===== src/cdau_pkg.sv =====
// Shared constants and month tables for the calendar date arithmetic unit.
package cdau_pkg;

  // Field widths
  localparam int CMD_W    = 3;
  localparam int YEAR_W   = 14;
  localparam int MONTH_W  = 4;
  localparam int DAY_W    = 5;
  localparam int AMT_W    = 16;
  localparam int SERIAL_W = 22;

  // Command codes
  localparam logic [CMD_W-1:0] CMD_LOAD       = 3'd0;
  localparam logic [CMD_W-1:0] CMD_ADD_DAYS   = 3'd1;
  localparam logic [CMD_W-1:0] CMD_ADD_MONTHS = 3'd2;
  localparam logic [CMD_W-1:0] CMD_ADD_YEARS  = 3'd3;
  localparam logic [CMD_W-1:0] CMD_QUERY      = 3'd4;

  // Year limits and reset date
  localparam logic [YEAR_W-1:0]  YEAR_MIN    = 14'd1;
  localparam logic [YEAR_W-1:0]  YEAR_MAX    = 14'd9999;
  localparam logic [YEAR_W-1:0]  RESET_YEAR  = 14'd2000;
  localparam logic [MONTH_W-1:0] MONTH_JAN   = 4'd1;
  localparam logic [MONTH_W-1:0] MONTH_FEB   = 4'd2;
  localparam logic [MONTH_W-1:0] MONTH_DEC   = 4'd12;
  localparam logic [DAY_W-1:0]   RESET_DAY   = 5'd1;

  // Multiplier constants: floor(x*5243 >> 19) == x/100 for x < 43690,
  // floor(x*43691 >> 19) == x/12 for x < 131072.
  localparam logic [15:0] RECIP_100     = 16'd5243;
  localparam logic [15:0] RECIP_12      = 16'd43691;
  localparam logic [15:0] DAYS_PER_YEAR = 16'd365;
  localparam int          RECIP_SHIFT   = 19;

  // Month length, with leap February
  function automatic logic [DAY_W-1:0] month_days(input logic [MONTH_W-1:0] m,
                                                   input logic leap);
    logic [DAY_W-1:0] len;
    case (m)
      4'd1:    len = 5'd31;
      4'd2:    len = leap ? 5'd29 : 5'd28;
      4'd3:    len = 5'd31;
      4'd4:    len = 5'd30;
      4'd5:    len = 5'd31;
      4'd6:    len = 5'd30;
      4'd7:    len = 5'd31;
      4'd8:    len = 5'd31;
      4'd9:    len = 5'd30;
      4'd10:   len = 5'd31;
      4'd11:   len = 5'd30;
      4'd12:   len = 5'd31;
      default: len = 5'd0;
    endcase
    return len;
  endfunction

  // Days in the months before month m of a common year
  function automatic logic [8:0] days_before(input logic [MONTH_W-1:0] m);
    logic [8:0] d;
    case (m)
      4'd2:    d = 9'd31;
      4'd3:    d = 9'd59;
      4'd4:    d = 9'd90;
      4'd5:    d = 9'd120;
      4'd6:    d = 9'd151;
      4'd7:    d = 9'd181;
      4'd8:    d = 9'd212;
      4'd9:    d = 9'd243;
      4'd10:   d = 9'd273;
      4'd11:   d = 9'd304;
      4'd12:   d = 9'd334;
      default: d = 9'd0;
    endcase
    return d;
  endfunction

endpackage


===== src/calendar_date_arithmetic_unit_top.sv =====
// Top level of the calendar date arithmetic unit: sequencer around one shared multiplier.
//
//  channel | handshake          | payload
//  --------+--------------------+-----------------------------------------------------
//  input   | in_valid/in_stall  | in_command, in_load_year, in_load_month, in_load_day,
//          |                    | in_amount
//  result  | out_valid/out_stall| out_year, out_month, out_day, out_date_valid,
//          |                    | out_day_number, out_range_error
//
// One transaction at a time: in_stall is high from acceptance until the result is loaded.
// Each command runs the leap-year pass, then decode. Query and commands refused at decode
// go on to the serial steps; load reruns the leap pass, add years reruns it and fits the
// day, add months splits the month total first. Add days walks month by month; the month
// walk loop steps one month per cycle. A day add past year 1 or 9999 is refused there.
// Synchronous reset sets the date to 2000-01-01 and clears both channels.
// A stalled result holds in the output register; the next command may be accepted then.
module calendar_date_arithmetic_unit_top
  import cdau_pkg::*;
(
  input  logic                clk,
  input  logic                rst_n,
  // input channel
  input  logic                in_valid,
  output logic                in_stall,
  input  logic [CMD_W-1:0]    in_command,
  input  logic [YEAR_W-1:0]   in_load_year,
  input  logic [MONTH_W-1:0]  in_load_month,
  input  logic [DAY_W-1:0]    in_load_day,
  input  logic signed [AMT_W-1:0] in_amount,
  // result channel
  output logic                out_valid,
  input  logic                out_stall,
  output logic [YEAR_W-1:0]   out_year,
  output logic [MONTH_W-1:0]  out_month,
  output logic [DAY_W-1:0]    out_day,
  output logic                out_date_valid,
  output logic [SERIAL_W-1:0] out_day_number,
  output logic                out_range_error
);

  // Sequencer states
  localparam logic [3:0] S_IDLE = 4'd0;
  localparam logic [3:0] S_L0   = 4'd1;   // multiply year by 1/100
  localparam logic [3:0] S_L1   = 4'd2;   // year mod 100 / mod 400
  localparam logic [3:0] S_CMD  = 4'd3;   // decode command
  localparam logic [3:0] S_M1   = 4'd4;   // month total times 1/12
  localparam logic [3:0] S_M2   = 4'd5;   // split into year and month
  localparam logic [3:0] S_WALK = 4'd6;   // day walk, one month per cycle
  localparam logic [3:0] S_FIT  = 4'd7;   // day past month end
  localparam logic [3:0] S_SER0 = 4'd8;   // (y-1)/100
  localparam logic [3:0] S_SER1 = 4'd9;   // (y-1)*365
  localparam logic [3:0] S_SER2 = 4'd10;  // serial sum, result load

  // Where to go after the leap-year pass
  localparam logic [1:0] PH_CMD   = 2'd0;
  localparam logic [1:0] PH_FIT   = 2'd1;
  localparam logic [1:0] PH_FINAL = 2'd2;

  logic [3:0]               state_r, state_nxt;
  logic [1:0]               phase_r, phase_nxt;
  logic [CMD_W-1:0]         cmd_r, cmd_nxt;
  logic [YEAR_W-1:0]        ly_r, ly_nxt;
  logic [MONTH_W-1:0]       lm_r, lm_nxt;
  logic [DAY_W-1:0]         ld_r, ld_nxt;
  logic signed [AMT_W-1:0]  amt_r, amt_nxt;
  logic                     err_r, err_nxt;
  logic [YEAR_W-1:0]        cur_year_r, cur_year_nxt;
  logic [MONTH_W-1:0]       cur_month_r, cur_month_nxt;
  logic [DAY_W-1:0]         cur_day_r, cur_day_nxt;
  logic [YEAR_W-1:0]        wy_r, wy_nxt;
  logic [MONTH_W-1:0]       wm_r, wm_nxt;
  logic [DAY_W-1:0]         wd_r, wd_nxt;
  logic [6:0]               mod100_r, mod100_nxt;
  logic [8:0]               mod400_r, mod400_nxt;
  logic [32:0]              mul_r, mul_nxt;
  logic [16:0]              t_r, t_nxt;
  logic signed [16:0]       r_r, r_nxt;
  logic [6:0]               kq_r, kq_nxt;
  logic                     out_valid_r, out_valid_nxt;
  logic [YEAR_W-1:0]        out_year_r, out_year_nxt;
  logic [MONTH_W-1:0]       out_month_r, out_month_nxt;
  logic [DAY_W-1:0]         out_day_r, out_day_nxt;
  logic                     out_dv_r, out_dv_nxt;
  logic [SERIAL_W-1:0]      out_serial_r, out_serial_nxt;
  logic                     out_err_r, out_err_nxt;

  // Shared multiplier operands
  logic [16:0]              mul_a;
  logic [15:0]              mul_b;
  logic [32:0]              mul_prod;

  // Calendar helpers on the working date
  logic                     leap;
  logic [DAY_W-1:0]         len_cur;
  logic [DAY_W-1:0]         len_prev;
  logic                     wd_ok;
  logic [YEAR_W-1:0]        k;
  logic [6:0]               q100;
  logic [YEAR_W-1:0]        hund;
  logic [YEAR_W-1:0]        diff100;
  logic [8:0]               mod400_calc;
  logic signed [19:0]       t_mon;
  logic                     mon_ok;
  logic signed [17:0]       t_yr;
  logic                     yr_ok;
  logic signed [16:0]       r_init;
  logic                     load_ok;
  logic [YEAR_W-1:0]        qm;
  logic [16:0]              rem12;
  logic [SERIAL_W-1:0]      serial;
  logic                     out_load;
  logic                     in_accept;

  assign in_accept = in_valid && !in_stall;
  assign in_stall  = (state_r != S_IDLE);
  assign out_load  = (state_r == S_SER2) && (!out_valid_r || !out_stall);

  // Leap year from the running mod counters
  assign leap     = (wy_r[1:0] == 2'b00) && ((mod100_r != 7'd0) || (mod400_r == 9'd0));
  assign len_cur  = month_days(wm_r, leap);
  assign len_prev = month_days(wm_r - 4'd1, leap);
  assign wd_ok    = (wd_r != 5'd0) && (wd_r <= len_cur);
  assign k        = wy_r - 14'd1;

  // Operand select for the shared multiplier
  always_comb begin
    case (state_r)
      S_L0: begin
        mul_a = {3'b000, wy_r};
        mul_b = RECIP_100;
      end
      S_M1: begin
        mul_a = t_r;
        mul_b = RECIP_12;
      end
      S_SER0: begin
        mul_a = {3'b000, k};
        mul_b = RECIP_100;
      end
      S_SER1: begin
        mul_a = {3'b000, k};
        mul_b = DAYS_PER_YEAR;
      end
      default: begin
        mul_a = 17'd0;
        mul_b = 16'd0;
      end
    endcase
  end
  assign mul_prod = 33'(mul_a) * 33'(mul_b);

  // Year mod 100 and mod 400 from the quotient
  assign q100        = mul_r[RECIP_SHIFT+6:RECIP_SHIFT];
  assign hund        = {7'd0, q100} * 14'd100;
  assign diff100     = wy_r - hund;
  assign mod400_calc = {7'd0, q100[1:0]} * 9'd100 + {2'b00, diff100[6:0]};

  // Command arithmetic
  assign t_mon   = $signed({3'b000, wy_r, 3'b000}) + $signed({4'b0000, wy_r, 2'b00})
                 + $signed({16'd0, wm_r - 4'd1}) + 20'(amt_r);
  assign mon_ok  = (t_mon >= 20'sd12) && (t_mon <= 20'sd119999);
  assign t_yr    = $signed({4'b0000, wy_r}) + 18'(amt_r);
  assign yr_ok   = (t_yr >= 18'sd1) && (t_yr <= 18'sd9999);
  assign r_init  = 17'(amt_r) + $signed({12'd0, wd_r});
  assign load_ok = (ly_r >= YEAR_MIN) && (ly_r <= YEAR_MAX)
                && (lm_r >= MONTH_JAN) && (lm_r <= MONTH_DEC);

  // Month total split: qm = t/12, rem12 = t%12
  assign qm    = mul_r[RECIP_SHIFT+13:RECIP_SHIFT];
  assign rem12 = t_r - {3'b000, qm} * 17'd12;

  // Serial day number of the working date
  assign serial = mul_r[SERIAL_W-1:0]
                + {10'd0, k[YEAR_W-1:2]}
                - {15'd0, kq_r}
                + {17'd0, kq_r[6:2]}
                + {13'd0, days_before(wm_r)}
                + {21'd0, (wm_r > MONTH_FEB) && leap}
                + {17'd0, wd_r};

  // Sequencer
  always_comb begin
    state_nxt      = state_r;
    phase_nxt      = phase_r;
    cmd_nxt        = cmd_r;
    ly_nxt         = ly_r;
    lm_nxt         = lm_r;
    ld_nxt         = ld_r;
    amt_nxt        = amt_r;
    err_nxt        = err_r;
    cur_year_nxt   = cur_year_r;
    cur_month_nxt  = cur_month_r;
    cur_day_nxt    = cur_day_r;
    wy_nxt         = wy_r;
    wm_nxt         = wm_r;
    wd_nxt         = wd_r;
    mod100_nxt     = mod100_r;
    mod400_nxt     = mod400_r;
    mul_nxt        = mul_r;
    t_nxt          = t_r;
    r_nxt          = r_r;
    kq_nxt         = kq_r;
    out_year_nxt   = out_year_r;
    out_month_nxt  = out_month_r;
    out_day_nxt    = out_day_r;
    out_dv_nxt     = out_dv_r;
    out_serial_nxt = out_serial_r;
    out_err_nxt    = out_err_r;

    case (state_r)
      S_IDLE: begin
        if (in_accept) begin
          cmd_nxt   = in_command;
          ly_nxt    = in_load_year;
          lm_nxt    = in_load_month;
          ld_nxt    = in_load_day;
          amt_nxt   = in_amount;
          err_nxt   = 1'b0;
          wy_nxt    = cur_year_r;
          wm_nxt    = cur_month_r;
          wd_nxt    = cur_day_r;
          phase_nxt = PH_CMD;
          state_nxt = S_L0;
        end
      end

      S_L0: begin
        mul_nxt   = mul_prod;
        state_nxt = S_L1;
      end

      S_L1: begin
        mod100_nxt = diff100[6:0];
        mod400_nxt = mod400_calc;
        case (phase_r)
          PH_CMD:  state_nxt = S_CMD;
          PH_FIT:  state_nxt = S_FIT;
          default: state_nxt = S_SER0;
        endcase
      end

      S_CMD: begin
        state_nxt = S_SER0;
        case (cmd_r)
          CMD_LOAD: begin
            if (load_ok) begin
              wy_nxt    = ly_r;
              wm_nxt    = lm_r;
              wd_nxt    = ld_r;
              phase_nxt = PH_FINAL;
              state_nxt = S_L0;
            end else begin
              err_nxt = 1'b1;
            end
          end
          CMD_ADD_DAYS: begin
            if (wd_ok) begin
              r_nxt     = r_init;
              state_nxt = S_WALK;
            end else begin
              err_nxt = 1'b1;
            end
          end
          CMD_ADD_MONTHS: begin
            if (wd_ok && mon_ok) begin
              t_nxt     = t_mon[16:0];
              state_nxt = S_M1;
            end else begin
              err_nxt = 1'b1;
            end
          end
          CMD_ADD_YEARS: begin
            if (wd_ok && yr_ok) begin
              wy_nxt    = t_yr[YEAR_W-1:0];
              phase_nxt = PH_FIT;
              state_nxt = S_L0;
            end else begin
              err_nxt = 1'b1;
            end
          end
          CMD_QUERY: begin
            err_nxt = 1'b0;
          end
          default: begin
            err_nxt = 1'b1;
          end
        endcase
      end

      S_M1: begin
        mul_nxt   = mul_prod;
        state_nxt = S_M2;
      end

      S_M2: begin
        wy_nxt    = qm;
        wm_nxt    = rem12[MONTH_W-1:0] + 4'd1;
        phase_nxt = PH_FIT;
        state_nxt = S_L0;
      end

      // One month boundary per cycle; r is the day within the working month
      S_WALK: begin
        if (r_r > $signed({12'd0, len_cur})) begin
          if (wm_r == MONTH_DEC) begin
            if (wy_r == YEAR_MAX) begin
              err_nxt   = 1'b1;
              wy_nxt    = cur_year_r;
              wm_nxt    = cur_month_r;
              wd_nxt    = cur_day_r;
              phase_nxt = PH_FINAL;
              state_nxt = S_L0;
            end else begin
              wy_nxt     = wy_r + 14'd1;
              wm_nxt     = MONTH_JAN;
              mod100_nxt = (mod100_r == 7'd99) ? 7'd0 : mod100_r + 7'd1;
              mod400_nxt = (mod400_r == 9'd399) ? 9'd0 : mod400_r + 9'd1;
              r_nxt      = r_r - $signed({12'd0, len_cur});
            end
          end else begin
            wm_nxt = wm_r + 4'd1;
            r_nxt  = r_r - $signed({12'd0, len_cur});
          end
        end else if (r_r < 17'sd1) begin
          if (wm_r == MONTH_JAN) begin
            if (wy_r == YEAR_MIN) begin
              err_nxt   = 1'b1;
              wy_nxt    = cur_year_r;
              wm_nxt    = cur_month_r;
              wd_nxt    = cur_day_r;
              phase_nxt = PH_FINAL;
              state_nxt = S_L0;
            end else begin
              // December is 31 days in any year
              wy_nxt     = wy_r - 14'd1;
              wm_nxt     = MONTH_DEC;
              mod100_nxt = (mod100_r == 7'd0) ? 7'd99 : mod100_r - 7'd1;
              mod400_nxt = (mod400_r == 9'd0) ? 9'd399 : mod400_r - 9'd1;
              r_nxt      = r_r + 17'sd31;
            end
          end else begin
            wm_nxt = wm_r - 4'd1;
            r_nxt  = r_r + $signed({12'd0, len_prev});
          end
        end else begin
          wd_nxt    = r_r[DAY_W-1:0];
          state_nxt = S_SER0;
        end
      end

      // Day past the end of the new month moves to the first of the next
      S_FIT: begin
        if ((wd_r > len_cur) && (wm_r < MONTH_DEC)) begin
          wm_nxt = wm_r + 4'd1;
          wd_nxt = 5'd1;
        end
        state_nxt = S_SER0;
      end

      S_SER0: begin
        mul_nxt   = mul_prod;
        state_nxt = S_SER1;
      end

      S_SER1: begin
        kq_nxt    = q100;
        mul_nxt   = mul_prod;
        state_nxt = S_SER2;
      end

      S_SER2: begin
        if (out_load) begin
          cur_year_nxt   = wy_r;
          cur_month_nxt  = wm_r;
          cur_day_nxt    = wd_r;
          out_year_nxt   = wy_r;
          out_month_nxt  = wm_r;
          out_day_nxt    = wd_r;
          out_dv_nxt     = wd_ok;
          out_serial_nxt = serial;
          out_err_nxt    = err_r;
          state_nxt      = S_IDLE;
        end
      end

      default: begin
        state_nxt = S_IDLE;
      end
    endcase
  end

  // Output register handshake
  always_comb begin
    if (out_load) begin
      out_valid_nxt = 1'b1;
    end else if (!out_stall) begin
      out_valid_nxt = 1'b0;
    end else begin
      out_valid_nxt = out_valid_r;
    end
  end

  // Control and date state
  always_ff @(posedge clk) begin
    if (!rst_n) begin
      state_r     <= S_IDLE;
      phase_r     <= PH_CMD;
      err_r       <= 1'b0;
      out_valid_r <= 1'b0;
      cur_year_r  <= RESET_YEAR;
      cur_month_r <= MONTH_JAN;
      cur_day_r   <= RESET_DAY;
    end else begin
      state_r     <= state_nxt;
      phase_r     <= phase_nxt;
      err_r       <= err_nxt;
      out_valid_r <= out_valid_nxt;
      cur_year_r  <= cur_year_nxt;
      cur_month_r <= cur_month_nxt;
      cur_day_r   <= cur_day_nxt;
    end
  end

  // Datapath registers
  always_ff @(posedge clk) begin
    cmd_r        <= cmd_nxt;
    ly_r         <= ly_nxt;
    lm_r         <= lm_nxt;
    ld_r         <= ld_nxt;
    amt_r        <= amt_nxt;
    wy_r         <= wy_nxt;
    wm_r         <= wm_nxt;
    wd_r         <= wd_nxt;
    mod100_r     <= mod100_nxt;
    mod400_r     <= mod400_nxt;
    mul_r        <= mul_nxt;
    t_r          <= t_nxt;
    r_r          <= r_nxt;
    kq_r         <= kq_nxt;
    out_year_r   <= out_year_nxt;
    out_month_r  <= out_month_nxt;
    out_day_r    <= out_day_nxt;
    out_dv_r     <= out_dv_nxt;
    out_serial_r <= out_serial_nxt;
    out_err_r    <= out_err_nxt;
  end

  assign out_valid       = out_valid_r;
  assign out_year        = out_year_r;
  assign out_month       = out_month_r;
  assign out_day         = out_day_r;
  assign out_date_valid  = out_dv_r;
  assign out_day_number  = out_serial_r;
  assign out_range_error = out_err_r;

endmodule


===== config.mk =====
export PLATFORM = sky130hd
export DESIGN_NAME = calendar_date_arithmetic_unit_top
export DESIGN_NICKNAME = d
export VERILOG_FILES = /design/src/cdau_pkg.sv /design/src/calendar_date_arithmetic_unit_top.sv
export SDC_FILE = /design/constraint.sdc
export NUM_CORES = 1
export LEC_CHECK = 0
export BUFFER_PORTS_ARGS = -buffer_cell sky130_fd_sc_hd__buf_2
export CAP_MARGIN = 10
export CORE_UTILIZATION = 58
export DETAILED_ROUTE_END_ITERATION = 7
export PLACE_DENSITY_LB_ADDON = 0.15
export SYNTH_ARGS = -nofsm -noshare
export SYNTH_HDL_FRONTEND = slang
export SYNTH_SLANG_ARGS = --single-unit

===== constraint.sdc =====
create_clock -name clk -period 7.95 [get_ports clk]
set_input_delay 1.59 -clock clk [delete_from_list [all_inputs] [get_ports clk]]
set_output_delay 1.59 -clock clk [all_outputs]
set_load 0.1 [all_outputs]

==> run metrics, run 1 <==
status finished clean; YS warnings 0; slew margin rel. between 20% and 30%; largest net degree at the start of global routing 62; HPWL Detailed 64200 um; latest clock arrival within the worst-skew pair 580 ps; Seq cells post-synth ~240; die extent in y ~210 um; hold-fix buffers at CTS 0; mapped cell area 25900 sq um; Worst setup EP type flop; part of the Yosys area used for sequential elements a little over a quarter; clock root buffer master clkbuf_16; GP Congestion between 0.9 and 1; startpoint type of the worst setup path flop; Port Buffers 94; clk buf depth 3; fmax 128 MHz; Post-synth EDFFs around 200; most frequent cell on the critical path fa_1; WS Path Type flop to flop; ys async rst share 0%; Final Hold Vio Count 0; DRC viols 0; commonest non-fill, non-tap cell in the layout inv_1; fin nets about 3600; initial antenna violation count 0; Top Metal Used met4; Final Cycle Share between 90% and 100%; initial drt markers a little under 2000; Post-synth top flop edfxtp_1; CTS sink count around 240; Congestion Overflow GR 0; synthesis-to-layout area growth 13.6%; minimum clock period ~8000 ps; Finish-stage setup viols 0; CTS Buf Count 30; Routed Antenna Nets 0; FP Rows between 70 and 80; CTS tree built; share of cells above drive strength 1 about 13%; DR vias between 20000 and 25000; worst path arrival time around 8100 ps; global-route wire length before repair between 100000 and 150000 um; Data required, critical path 8260 ps; Final Slew Violations 0; depth of the CTS H-tree 1; vias in the first global route about 21000; met2 wire length 37100 um; WL met1 around 33000 um; Die Area ~45000 sq um; TritonRoute pass-1 iters 6; final wirelength between 70000 and 80000 um; crit-path max FO 5; critical path's slowest cell fa_1; DR WL met3 about 5500 um; MaxCap Viol Count 0; Via density between 5 and 6; Post-Synthesis Cells approximately 2800; most frequent cells in the layout inv_1 (431), ha_1 (302), nand2_1 (242); Worst path max stage delay 550 ps; # placed instances ~3500; Starting Density between 50% and 60%; die width around 210 um; ant diodes 0; core area between 40000 and 50000 sq um; count of cell types in the netlist between 80 and 90; HP Class flop to flop; Final Non-Filler Cells roughly 3600; worst slew pin tran around 1200 ps; Clock Skew about 19 ps; CTS clk-pin slew, worst paths about 70 ps; Avg Cell Area, Syn between 9 and 10 sq um; Tot GR Track Use between 30% and 40%; Ports between 90 and 100; Avg WL per Cell approximately 22 um
[per-stage QoR]
stage	utilization [%]	setup TNS [ps]	setup slack (ps)	hold slack (ps)	area, sq um
after floorplan	-	0	22.6	408	25900
after global placement	64.4	0	107	428	28000
after detailed placement	64.4	-104	-71.6	432	28000
after CTS	66.7	0	0.464	448	29100
after global routing	67.4	-413	-106	452	29400
final	67.4	0	128	444	29400
[sequential cells by signal, indices dropped and copies added (netlist names), 4 cells and up, named ones only]
name,count
amt_r,16
cur_day_r,5
cur_month_r,4
cur_year_r,14
kq_r,7
ld_r,5
lm_r,4
ly_r,14
mod100_r,7
mod400_r,9
mul_r,33
out_day,5
out_day_number,22
out_month,4
out_year,14
r_r,17
state_r,4
t_r,17
wd_r,5
wm_r,4
wy_r,14
[worst paths after layout]
path / to / from / slack [ps] / depth (start not counted)
worst max-delay path: mul_r[30] / wy_r[3] / 130 / 32
worst min register to register: out_range_error / err_r / 440 / 0
worst min-delay path: out_range_error / err_r / 440 / 0
worst max register to register: mul_r[30] / wy_r[3] / 130 / 32
[kinds of logic (layout without fill, tap and decap cells)]
| kind of cell | after synthesis | after routing | synth area share (%) |
|---|---|---|---|
| AOI/OAI and AO/OA | 585 | 585 | 14.6 |
| other | 2 | 18 | 0.0290 |
| adders and majority gates | 535 | 535 | 32.5 |
| muxes | 19 | 19 | 0.789 |
| and+or+nand+nor | 696 | 696 | 12.6 |
| DFF | 242 | 242 | 26.6 |
| buffers and inverters | 518 | 767 | 7.65 |
| xor gates and xnor gates | 156 | 156 | 5.29 |
[synth_stat cells, drive strengths merged, types with 16 or more instances]
library cell	number	area share, %
inv	440	6.4
ha	308	15
nand2	246	3.6
fa	227	18
edfxtp	202	23
a21oi	173	3.3
nor2	165	2.4
o21ai	142	2.7
xnor2	113	3.8
clkbuf	66	0.96
nand3	58	1.1
nor3	55	1.1
xor2	43	1.5
dfxtp	40	3.1
o211ai	30	0.87
a21o	27	0.78
nor2b	24	0.58
and3	22	0.53
and2	21	0.51
a31oi	20	0.48
a211oi	18	0.52
nand2b	17	0.41
nor4	16	0.41
o21bai	16	0.46
o22ai	16	0.39
[layer usage]
layer | vias up | global-route usage, %
met4 | 0 | 14.2
met2 | 860 | 58.2
met3 | 182 | 4.24
met1 | 10500 | 47.4
li1 | 9940 | -
met5 | - | 0
[what timing repair did]
action,4_1_cts,5_1_grt
gates resized for setup,3,47
pin swaps,0,29
setup buffers,0,15
endpoints found under the setup margin,7,11
[worst max-delay path: cells and delay by family, from the launching register on]
kind | cells | cell delay (ps)
fa+ha+maj | 8 | 3590
xor+xnor | 1 | 80
flops | 1 | 370
compound gates | 12 | 2230
buf+inv | 9 | 1010
simple gates | 2 | 300
[area by class of cell]
class	count	area, sq um
Multi-Input combinational cell	2009	17300
Sequential cell	242	6870
Timing Repair Buffer	271	1810
Inverter	440	1650
Fill cell	3603	14200
Clock buffer	42	837
Tap cell	585	732
Clock inverter	14	180
Power of run 1 is left out: the tool's default activity adds up to more than one toggle a clock period on the data nets, which glitch-free logic cannot reach.
==> run 2: changes to the inputs <==
--- a/config.mk
+++ b/config.mk
@@ -8,8 +8,10 @@
 export BUFFER_PORTS_ARGS = -buffer_cell sky130_fd_sc_hd__buf_2
 export CAP_MARGIN = 10
 export CORE_UTILIZATION = 58
+export CTS_CLUSTER_SIZE = 14
 export DETAILED_ROUTE_END_ITERATION = 7
 export PLACE_DENSITY_LB_ADDON = 0.15
+export REMOVE_ABC_BUFFERS = 1
 export SYNTH_ARGS = -nofsm -noshare
 export SYNTH_HDL_FRONTEND = slang
 export SYNTH_SLANG_ARGS = --single-unit
==> run metrics, run 2 (synthesized netlist as in run 1, its figures left out) <==
Starting Density 59.4% (unchanged); Finish-stage setup viols 0 (unchanged); core area 43600 sq um (unchanged); MaxCap Viol Count 0 (unchanged); most frequent cell on the critical path fa_1; CTS clk-pin slew, worst paths 60 ps (about the same); Data required, critical path 8270 ps (about the same); global-route wire length before repair 119000 um (-1.9%); synthesis-to-layout area growth 11.3%; Avg WL per Cell 21.6 um (-1.5%); initial drt markers 2089 (+8.6%); commonest non-fill, non-tap cell in the layout inv_1; Via density 6.00 (+0.93%); DRC viols 0 (unchanged); Final Slew Violations 0 (unchanged); Port Buffers 94 (unchanged); Clock Skew 28.4 ps (+9.62 ps); Congestion Overflow GR 0 (unchanged); Hold Path End cur_day_r[4]; CTS sink count 242 (unchanged); final wirelength 76300 um (-3.4%); CTS Buf Count 28 (-6.7%); hold-fix buffers at CTS 0 (unchanged); slew margin rel. 29.7% (+6.5 points); FF-to-FF path depth 33 (+3.1%); # placed instances 3477 (-1.6%); clock root buffer master clkbuf_16; Ports 95 (unchanged); DR vias 21200 (-0.97%); Reg2Reg Setup Slack 370 ps (+240 ps); depth of the CTS H-tree 1 (unchanged); Routed Antenna Nets 0 (unchanged); HP Class flop to flop; die width 213 um (unchanged); critical path's slowest cell fa_1; max reg flops 33 (unchanged); GP Congestion 0.968 (-1.3%); minimum clock period 7580 ps (-243 ps); WS Path Type flop to flop; fmax 132 MHz (+3.2%); share of cells above drive strength 1 10.7% (-2.2 points); HPWL Detailed 61600 um (-4.1%); initial antenna violation count 2 (+2); worst hold path depth 2 (+2); startpoint type of the worst setup path flop; largest net degree at the start of global routing 61 (-1.6%); crit-path max FO 5 (unchanged); Die Area 45400 sq um (unchanged); most frequent cells in the layout inv_1 (431), ha_1 (307), nand2_1 (245); TritonRoute pass-1 iters 6 (unchanged); worst path arrival time 7900 ps (-240 ps); hold_sp cur_day_r[4]; latest clock arrival within the worst-skew pair 580 ps (about the same); Final Hold Vio Count 0 (unchanged); clk buf depth 3 (unchanged); fin nets 3508 (-1.9%); unrepaired setup endpoints after global routing true; vias in the first global route 21400 (+0.53%); Biggest register mul_r; Tot GR Track Use 34.5% (-0.82 points); die extent in y 213 um (unchanged); post-layout util 66.1% (-1.3 points); status finished clean; FF-to-FF Start wy_r[3]; RR Endpoint mul_r[29]; worst slew pin tran 1050 ps (-105 ps); Final Non-Filler Cells 3535 (-1.9%); Worst path max stage delay 520 ps (-30 ps); FP Rows 76 (unchanged); Worst setup EP type flop; Final Cycle Share 95.3% (-3.1 points); CTS tree built
==> run 2: how the worst max path moves through the flow <==
stage,from,end,slack (ps),depth (start not counted)
6_report,wy_r[3],mul_r[29],370,33
5_1_grt,wy_r[3],mul_r[29],-110,33
4_1_cts,wy_r[3],mul_r[31],2,33
3_5_place_dp,wy_r[2],mul_r[29],60,33
3_3_place_gp,wy_r[2],mul_r[29],240,33
2_1_floorplan,state_r[2],mul_r[31],-590,28
==> run 2: cell type report <==
| cell class | count | area (sq um) |
|---|---|---|
| flip-flops and latches | 242 | 6870 |
| repair buffers | 206 | 1340 |
| clock inverters | 17 | 229 |
| fillers | 3566 | 14800 |
| multi-input cells | 2009 | 17200 |
| inverters | 440 | 1660 |
| clock buffers | 35 | 778 |
| diodes | 1 | 2.50 |
| well taps | 585 | 732 |
==> run 2: routing by layer <==
metal  GRT usage [%]  wire length [um]  vias up  part of all wire (%)
met5               0                 0        -                     0
met4            13.5              3280        0                   4.3
met3            4.74              5460      176                   7.2
met2            57.7             36200      874                    47
met1            45.3             31400    10400                    41
li1                -                 -     9804                     -
==> run 2: critical path: cells and delay by family (launching register included) <==
family                     cells  cell delay (ps)
and+or+nand+nor                3              360
AOI/OAI and AO/OA             12             2040
xor gates and xnor gates       2              230
buffers and inverters          8              820
adders and majority gates      8             3450
DFF                            1              410
==> run 2: repair_timing <==
item / in CTS / in global routing
endpoints found under the setup margin: 0 / 11
resized for setup: 0 / 34
setup buffers: 0 / 5
==> run 2: stage by stage <==
stage	worst slack, ps	hold slack [ps]	area, sq um	TNS, ps
2_1_floorplan	-586	408	25600	-3940
3_3_place_gp	236	443	27600	0
3_5_place_dp	57.4	452	27600	0
4_1_cts	2.09	460	28700	0
5_1_grt	-112	481	28800	-254
6_report	371	461	28800	0
Power of run 2 is left out for the same reason.
==> run 3: changes to the inputs <==
--- a/config.mk
+++ b/config.mk
@@ -5,9 +5,10 @@
 export SDC_FILE = /design/constraint.sdc
 export NUM_CORES = 1
 export LEC_CHECK = 0
+export ABC_AREA = 1
 export BUFFER_PORTS_ARGS = -buffer_cell sky130_fd_sc_hd__buf_2
 export CAP_MARGIN = 10
-export CORE_UTILIZATION = 58
+export CORE_UTILIZATION = 55
 export CTS_CLUSTER_SIZE = 14
 export DETAILED_ROUTE_END_ITERATION = 7
 export PLACE_DENSITY_LB_ADDON = 0.15
==> run metrics, run 3 <==
status finished clean; Reg2Reg Setup Slack 330 ps (-40 ps); Starting Density 55.7% (-3.7 points); compound-gate portion of the synthesized area 10.6% (-4.0 points); Worst path max stage delay 540 ps (+20 ps); slew margin rel. 24.7% (-5.0 points); count leader, synth inv_1; Post-synth EDFFs 202 (unchanged); largest net degree at the start of global routing 62 (+1.6%); depth of the CTS H-tree 1 (unchanged); count of cell types in the netlist 68 (-20%); HP Class flop to flop; Final Slew Violations 0 (unchanged); largest family of logic cells by synthesized area adder cells; Avg Cell Area, Syn 8.34 sq um (-11%); clock root buffer master clkbuf_16; Via density 5.61 (-6.6%); clk buf depth 3 (unchanged); minimum clock period 7620 ps (+42.3 ps); Die Area 49100 sq um (+8.2%); Fillers 4253 (+19%); CTS sink count 242 (unchanged); # placed instances 3926 (+13%); core area 47600 sq um (+9.4%); Adder-Cell Fraction of Synth Area 31.6% (-0.84 points); worst slew pin tran 1120 ps (+78.3 ps); startpoint type of the worst setup path flop; RR Endpoint mul_r[30]; Clock Skew 38.8 ps (+10.5 ps); Post-Synthesis Cells 3182 (+16%); share of cells above drive strength 1 8.73% (-1.9 points); multiplexer share of the synthesized area 0% (-0.79 points); Final Hold Vio Count 0 (unchanged); synthesis-to-layout area growth 9.99%; fin nets 3925 (+12%); initial drt markers 1926 (-7.8%); dominant cells by area after synthesis edfxtp_1 (23%), fa_1 (17%), ha_1 (15%), inv_1 (9.7%), nand2_1 (8.1%); DRC viols 0 (unchanged); MaxCap Viol Count 0 (unchanged); Biggest register mul_r; hold_sp err_r; FP Rows 80 (+5.3%); WS Path Type flop to flop; Data required, critical path 8280 ps (about the same); worst path arrival time 7950 ps (+50 ps); global-route wire length before repair 125000 um (+5.5%); Final Non-Filler Cells 3983 (+13%); crit-path max FO 5 (unchanged); YS warnings 0 (unchanged); Final Cycle Share 95.9% (+0.53 points); most frequent cells in the layout inv_1 (685), nand2_1 (567), ha_1 (307); Routed Antenna Nets 0 (unchanged); part of the Yosys area used for sequential elements 25.9% (-0.69 points); cell taking the most area after synthesis edfxtp_1; Seq cells post-synth 242 (unchanged); Ports 95 (unchanged); Yosys top cell area share 22.9% (-0.61 points); commonest cells in the synthesized netlist inv_1 (688), nand2_1 (570), ha_1 (308); CTS clk-pin slew, worst paths 60 ps (about the same); fmax 131 MHz (-0.56%); critical path's slowest cell fa_1; initial antenna violation count 0 (-2); post-synthesis simple-gate area fraction 16.8% (+4.2 points); Port Buffers 94 (unchanged); xor/xnor share of the synthesized area 4.19% (-1.1 points); TritonRoute pass-1 iters 7 (+1); ys async rst share 0% (unchanged); DP Worst Slack 5.91 ps (-51.5 ps); Tot GR Track Use 33.2% (-1.3 points); vias in the first global route 22000 (+2.9%); die extent in y 222 um (+4.0%); Worst setup EP type flop; final wirelength 80600 um (+5.7%); most frequent cell on the critical path fa_1; Congestion Overflow GR 0 (unchanged); Post-synth top flop edfxtp_1; Finish-stage setup viols 0 (unchanged); CTS tree built; FF-to-FF path depth 35 (+6.1%); CTS Buf Count 30 (+7.1%); latest clock arrival within the worst-skew pair 610 ps (+30 ps); mapped cell area 26500 sq um (+2.7%); Final WS setup 329 ps (-42.3 ps); HPWL Detailed 66600 um (+8.1%); Critical Path Source wy_r[2]; commonest non-fill, non-tap cell in the layout inv_1; DR vias 22300 (+5.2%); Avg WL per Cell 20.2 um (-6.2%); GP Congestion 0.962 (-0.59%); FF-to-FF Start wy_r[2]; max reg flops 33 (unchanged); die width 222 um (+4.0%); crit path to mul_r[30]
## run 3: changes by cell type after synthesis, moves of 19 or more
| cell | delta |
|---|---|
| clkbuf_1 | -41 |
| a21o_1 | -23 |
| nand3_1 | +78 |
| nor2_1 | +59 |
| and3_1 | -20 |
| nor2b_1 | -24 |
| nand2_1 | +324 |
| nor3_1 | -23 |
| and2_1 | -19 |
| xor2_1 | +46 |
| xnor2_1 | -75 |
| inv_1 | +249 |
## run 3: timing repair
| action | 4_1_cts | 5_1_grt |
|---|---|---|
| resized for setup | 2 | 25 |
| hold buffers | 0 | 0 |
| setup buffers | 0 | 1 |
| endpoints found under the setup margin | 2 | 11 |
## run 3: cell type report
| type | count | area [sq um] | share of cell area [%] |
|---|---|---|---|
| clock inverter | 19 | 206 | 0.707 |
| inverter | 705 | 2660 | 9.11 |
| sequential | 242 | 6870 | 23.5 |
| timing repair buffer | 158 | 951 | 3.26 |
| multi-input combinational | 2207 | 17000 | 58.1 |
| clock buffer | 36 | 783 | 2.68 |
| tap | 615 | 769 | 2.64 |
| antenna | 1 | 2.50 | 0.00857 |
## run 3: kinds of logic (layout without fill, tap and decap cells)
| kind of cell | after synthesis | in the layout |
|---|---|---|
| and+or+nand+nor | 1051 | 1051 |
| DFF | 242 | 242 |
| AOI/OAI and AO/OA | 476 | 476 |
| xor gates and xnor gates | 127 | 127 |
| buffers and inverters | 749 | 918 |
| adders and majority gates | 535 | 535 |
| other | 2 | 19 |
## run 3: worst min path at each step
| stage | to | slack [ps] | cells after the start |
|---|---|---|---|
| floorplan | out_range_error | 410 | 0 |
| global placement | out_range_error | 420 | 0 |
| detailed placement | out_range_error | 420 | 0 |
| CTS | out_range_error | 400 | 0 |
| global route | out_range_error | 420 | 0 |
| finish | out_range_error | 410 | 0 |
## run 3: worst max-delay path: cells and delay by family, from the launching register on
kind | cells | cell delay [ps]
buffers and inverters | 7 | 510
adder cells (fa/ha/maj) | 8 | 3530
AO/OA/AOI/OAI | 10 | 1480
flip-flops | 1 | 400
XOR/XNOR | 2 | 330
AND/OR/NAND/NOR | 8 | 1080
## run 3: per-layer routing
metal	up-vias	share of wire (%)	GRT usage (%)
li1	10600	-	-
met2	840	45	53.7
met4	0	3.9	11.2
met3	180	6.7	4.07
met1	10700	44	46.2
met5	-	0	0
## run 3: through the flow
step | utilization [%] | hold slack [ps] | instance area, sq um | TNS [ps]
global route | 61.3 | 422 | 29200 | -54.1
global placement | 59.0 | 421 | 28100 | 0
CTS | 61.1 | 398 | 29100 | 0
floorplan | - | 408 | 26400 | 0
detailed placement | 59.0 | 423 | 28100 | 0
finish | 61.3 | 408 | 29200 | 0
Power of run 3 is left out for the same reason.
